File: config.mk
export PLATFORM = sky130hd
export DESIGN_NAME = tmpg_raster
export DESIGN_NICKNAME = d
export VERILOG_FILES = /design/src/tmpg_pkg.sv /design/src/tmpg_raster.sv
export SDC_FILE = /design/constraint.sdc
export NUM_CORES = 1
export LEC_CHECK = 0
export BUFFER_PORTS_ARGS = -buffer_cell sky130_fd_sc_hd__buf_4
export CELL_PAD_IN_SITES_DETAIL_PLACEMENT = 1
export CELL_PAD_IN_SITES_GLOBAL_PLACEMENT = 1
export CORE_ASPECT_RATIO = 1.25
export CORE_MARGIN = 2
export CORE_UTILIZATION = 37
export CTS_BUF_LIST = sky130_fd_sc_hd__clkbuf_4
export DETAILED_ROUTE_END_ITERATION = 10
export PLACE_DENSITY = 0.88
export SETUP_SLACK_MARGIN = 0.2
export SKIP_LAST_GASP = 1
export SLEW_MARGIN = 40
export SYNTH_ARGS = -nofsm -noshare
export SYNTH_HDL_FRONTEND = slang
export SYNTH_SLANG_ARGS = --single-unit
File: constraint.sdc
create_clock -name clk -period 2.57 [get_ports clk]
set_input_delay 0.3855 -clock clk [delete_from_list [all_inputs] [get_ports clk]]
set_output_delay 0.3855 -clock clk [all_outputs]
set_load 0.05 [all_outputs]
File: src/tmpg_pkg.sv
// ----------------------------------------------------------------------------
// tmpg_pkg
// Shared constants, types and the color palette of the text mode pixel
// generator: frame geometry, memory map of the character stores, request codes.
// ----------------------------------------------------------------------------
package tmpg_pkg;

    // text screen geometry
    localparam int TEXT_COLUMNS = 40;
    localparam int TEXT_ROWS    = 25;
    localparam int BORDER_WIDTH = 32;

    localparam int FRAME_W    = 8 * TEXT_COLUMNS + 2 * BORDER_WIDTH;
    localparam int FRAME_H    = 8 * TEXT_ROWS + 2 * BORDER_WIDTH;
    localparam int CELL_COUNT = TEXT_COLUMNS * TEXT_ROWS;

    // raster counter and store index widths
    localparam int X_W    = $clog2(FRAME_W + 1);
    localparam int Y_W    = $clog2(FRAME_H + 1);
    localparam int CELL_W = (CELL_COUNT > 1) ? $clog2(CELL_COUNT) : 1;

    localparam int GLYPH_DEPTH = 2048;
    localparam int GLYPH_AW    = 11;

    // port widths
    localparam int ADDR_W  = 16;
    localparam int DATA_W  = 8;
    localparam int PIX_W   = 9;
    localparam int COLOR_W = 8;

    // memory map
    localparam logic [ADDR_W-1:0] CODE_BASE   = 16'h0400;
    localparam logic [ADDR_W-1:0] COLOR_BASE  = 16'hD800;
    localparam logic [ADDR_W-1:0] GLYPH_BASE  = 16'hD000;
    localparam logic [ADDR_W-1:0] BORDER_ADDR = 16'hD020;
    localparam logic [ADDR_W-1:0] BACK_ADDR   = 16'hD021;
    localparam logic [DATA_W-1:0] NIBBLE_MASK = 8'h0F;

    // request codes
    localparam logic OP_WRITE = 1'b0;
    localparam logic OP_TICK  = 1'b1;

    // configuration register indexes
    localparam logic REG_COLOR_MASK = 1'b0;
    localparam logic REG_SYNC_BITS  = 1'b1;

    localparam logic [COLOR_W-1:0] COLOR_MASK_RESET = 8'd63;
    localparam logic [COLOR_W-1:0] SYNC_BITS_RESET  = 8'd0;

    // current raster position and its place in the text area
    typedef struct packed {
        logic [X_W-1:0]    x;
        logic [Y_W-1:0]    y;
        logic              last;
        logic              in_text;
        logic [2:0]        bitsel;
        logic [2:0]        line;
        logic [CELL_W-1:0] cell_idx;
    } pix_info_t;

    // store write request
    typedef struct packed {
        logic              en;
        logic [ADDR_W-1:0] addr;
        logic [DATA_W-1:0] data;
    } mem_wr_t;

    // fixed 16-entry palette
    function automatic logic [COLOR_W-1:0] palette_base(input logic [3:0] idx);
        logic [COLOR_W-1:0] c;
        case (idx)
            4'd0:    c = 8'h00;
            4'd1:    c = 8'h3F;
            4'd2:    c = 8'h01;
            4'd3:    c = 8'h29;
            4'd4:    c = 8'h21;
            4'd5:    c = 8'h19;
            4'd6:    c = 8'h10;
            4'd7:    c = 8'h1E;
            4'd8:    c = 8'h05;
            4'd9:    c = 8'h01;
            4'd10:   c = 8'h16;
            4'd11:   c = 8'h15;
            4'd12:   c = 8'h15;
            4'd13:   c = 8'h2E;
            4'd14:   c = 8'h25;
            4'd15:   c = 8'h2A;
            default: c = 8'h00;
        endcase
        return c;
    endfunction

endpackage

File: src/tmpg_raster.sv
// ----------------------------------------------------------------------------
// tmpg_raster
// Raster position counter. Gives the current pixel's frame coordinates, the
// text cell under it and the glyph bit and line, and steps on each tick.
// ----------------------------------------------------------------------------
module tmpg_raster
    import tmpg_pkg::*;
(
    input  logic      clk,
    input  logic      rst_n,
    input  logic      advance,
    output pix_info_t info
);

    logic [X_W-1:0] col_reg;
    logic [X_W-1:0] col_next;
    logic [Y_W-1:0] row_reg;
    logic [Y_W-1:0] row_next;
    logic [X_W-1:0] tx;
    logic [Y_W-1:0] ty;
    logic           col_end;
    logic           row_end;

    // position relative to the text area
    assign tx      = col_reg - X_W'(BORDER_WIDTH);
    assign ty      = row_reg - Y_W'(BORDER_WIDTH);
    assign col_end = (col_reg == X_W'(FRAME_W - 1));
    assign row_end = (row_reg == Y_W'(FRAME_H - 1));

    // pixel description
    always_comb
    begin
        info.x        = col_reg;
        info.y        = row_reg;
        info.last     = col_end && row_end;
        info.in_text  = (col_reg >= X_W'(BORDER_WIDTH)) && (row_reg >= Y_W'(BORDER_WIDTH))
                        && (tx < X_W'(8 * TEXT_COLUMNS)) && (ty < Y_W'(8 * TEXT_ROWS));
        info.bitsel   = tx[2:0];
        info.line     = ty[2:0];
        info.cell_idx = CELL_W'(CELL_W'(ty[Y_W-1:3]) * CELL_W'(TEXT_COLUMNS)
                                + CELL_W'(tx[X_W-1:3]));
    end

    // raster step with wrap
    always_comb
    begin
        col_next = col_reg;
        row_next = row_reg;
        if (advance)
        begin
            if (col_end)
            begin
                col_next = '0;
                row_next = row_end ? '0 : row_reg + 1'b1;
            end
            else
            begin
                col_next = col_reg + 1'b1;
            end
        end
    end

    always_ff @(posedge clk or negedge rst_n)
    begin
        if (!rst_n)
        begin
            col_reg <= '0;
            row_reg <= '0;
        end
        else
        begin
            col_reg <= col_next;
            row_reg <= row_next;
        end
    end

endmodule

==> flow_metrics.tcl <==
set metrics [dict create \
    ys_types 38 \
    worstMarginPinSlew_ns 0.3222 \
    dp.cells 267 \
    worstPathCellList "inv_4 > ha_4 > xor2_4 > ha_4 > fa_2 > nand2_2 > nor2_4 > xor2_4 > buf_8" \
    power.leakage_nw 1.092 \
    yosys_warnings 0 \
    hold_viol_final 0 \
    cts-root-buf "clkbuf_4" \
    grt_pass1_vias 1539 \
    synth_cells 166 \
    syn_area_sq_um 1554 \
    num_antenna_cells 0 \
    die_area_sq_um 4738 \
    grt_use_total 0.2042 \
    fin_worst_skew_ns 0.001136 \
    crit_buf_inv 2 \
    status "finished with violations" \
    required_ns 2.18 \
    gp_congestion 0.8153 \
    timing.rr.end "row_reg[3]$_DFFE_PN0P_" \
    worstHoldStart "advance" \
    final.min_clock_period_ns 3.085 \
    holdCritPathClass "input port to flop" \
    setup_slack_ns -0.5148 \
    netlist_top_cells_area "dfrtp_1 (29%), ha_1 (18%), xnor2_1 (6.2%)" \
    fmax_mhz 324.2 \
    numPortBuffers 38 \
    dr.pass1.iters 4 \
    cts_tree "done" \
    htree_levels 1 \
    reg2reg_from "col_reg[0]$_DFFE_PN0P_" \
    hold_depth 2 \
    synth-edff-count 0 \
    startpoint_type "flop" \
    period_share 1.200 \
    violations "setup timing" \
    path_clk_slew_ns 0.11 \
    syn-num-nets 193 \
    netlist.area_leader.share 0.2899 \
    drc_errors 0 \
    peakVddDrop_v 0.0007343 \
    min_to "col_reg[0]$_DFFE_PN0P_" \
    syn_to_final_growth_pct 58.78 \
    setup_viol 4 \
    core_area_sq_um 4066 \
    grt_start_max_net_pins 19 \
    nets 253 \
    maxCapViolCount 0 \
    wirelength_mm 5.031 \
    die_y_um 76.46 \
    final_common_cell "buf_4" \
    crit_path_end_kind "output port" \
    grtUsageMet2 0.3625 \
    cts_buffer_depth 2 \
    ys_ff_latch 18 \
    fill_cells 445 \
    drive_gt1_frac 0.5289 \
    antenna_found_initial 0 \
    cts_buffers 3 \
    crit_fanout 3 \
    power_density_nw_per_um2 888.7 \
    slew_headroom 0.7845 \
    slowest_delay_ns 0.64 \
    grtUsageMet3 0.01358 \
    wire_per_inst_um 17.90 \
    r2r_cells 5 \
    crit_arrival_ns 2.70 \
    overflow 0 \
    grt_pass1_wl_mm 7.383 \
    synth_area_leader_cell "dfrtp_1" \
    reg2reg_slack_ns 0.90 \
    slew_viol_final 0 \
    drtAntennaViolNets 0 \
    cpMaxStageDelayCell "fa_2" \
    rows 26 \
    clock-sinks 18 \
    rsz0062_at_grt "true" \
    avgSynthCellArea_sq_um 9.361 \
    cp_top_family "adder cells" \
    pin_count 39 \
    use_met1 0.2436 \
    fp.dieW_um 61.97 \
    first_iter_violations 37 \
    final_cell_mix "buf_4 (57), dfrtp_1 (15), nand2_1 (13)" \
    start_util 0.3822 \
    critPathKind "flop to output port" \
    routed_via_density 5.093 \
    worstSkewPairLatency_ns 0.30 \
    vias 1431 \
    busiest_layer "met2" \
    ys_async_sr_fraction 1.000 \
    dp.final_hpwl_mm 3.363 \
    synth_seq_area_share 0.2899 \
    synth_top_flop_cell "dfrtp_1" \
    total_power_mw 2.193 \
    finalNonFillerCells 281 \
]
[through the flow]
step / util / setup TNS, ns / hold WS, ns / setup WS (ns) / cell area, sq um
after floorplan: - / -1.552 / 0.08991 / -0.3793 / 1788
after global placement: 0.5406 / -0.4621 / 0.2736 / -0.2314 / 2198
after detailed placement: 0.5406 / -0.7297 / 0.2759 / -0.3430 / 2198
after CTS: 0.5778 / -1.439 / 0.3064 / -0.4511 / 2350
after global routing: 0.6068 / -2.025 / 0.3273 / -0.6047 / 2467
final: 0.6068 / -1.597 / 0.3025 / -0.5148 / 2467
[layout make-up]
| class | count | area, sq um | share of cell area |
|---|---|---|---|
| repair buffers | 66 | 535.5 | 0.2170 |
| well taps | 56 | 70.07 | 0.02840 |
| clock inverters | 1 | 3.754 | 0.001521 |
| multi-input cells | 123 | 1315 | 0.5330 |
| inverters | 14 | 63.81 | 0.02586 |
| flip-flops and latches | 18 | 456.7 | 0.1851 |
| clock buffers | 3 | 22.52 | 0.009128 |
[how the worst max path moves through the flow]
stage	slack [ns]	from	depth (start not counted)	to
2_1_floorplan	-0.38	row_reg[6]$_DFFE_PN0P_	9	info[8]
3_3_place_gp	-0.23	row_reg[5]$_DFFE_PN0P_	10	info[9]
3_5_place_dp	-0.34	row_reg[5]$_DFFE_PN0P_	10	info[9]
4_1_cts	-0.45	row_reg[5]$_DFFE_PN0P_	10	info[8]
5_1_grt	-0.60	row_reg[5]$_DFFE_PN0P_	9	info[8]
6_report	-0.51	row_reg[5]$_DFFE_PN0P_	9	info[8]
[metal layers]
metal	part of all wire	routed length [um]
met5	0	0
met1	0.41	2064
met2	0.55	2774
met3	0.018	90
met4	0.020	102
[Yosys cell counts (all sizes together), types with 2 or more instances]
cell type  count
nand3         10
xor2           9
xnor2         11
o21ai          5
nand2         15
and4           3
nor2b          2
dfrtp         18
nand4          6
nor2           7
a21oi          7
inv           14
and3           4
fa             2
ha            22
a21o           3
nor3           3
buf           10
o22ai          4
[logic make-up (layout without fill, tap and decap cells)]
family | after synthesis | in the layout | share of synthesized area
flip-flops | 18 | 18 | 0.2899
buffers and inverters | 25 | 84 | 0.08534
AND/OR/NAND/NOR | 55 | 55 | 0.2037
XOR/XNOR | 20 | 20 | 0.1176
multiplexers | 1 | 1 | 0.006441
adder cells (fa/ha/maj) | 24 | 24 | 0.2029
AO/OA/AOI/OAI | 23 | 23 | 0.09420
[where the power goes]
group,internal (mW),switching (mW),leakage [nW]
registers,0.330,0.0881,0.204
clock network,0.0567,0.0979,0.0154
logic,0.623,0.997,0.873
[timing repair]
action,4_1_cts,5_1_grt
endpoints found under the hold margin,18,0
gates resized for setup,16,13
endpoints found under the setup margin,7,8
setup buffers,4,5
hold buffers,1,0
pin swaps,9,9
(Power assumes the default switching activity.)
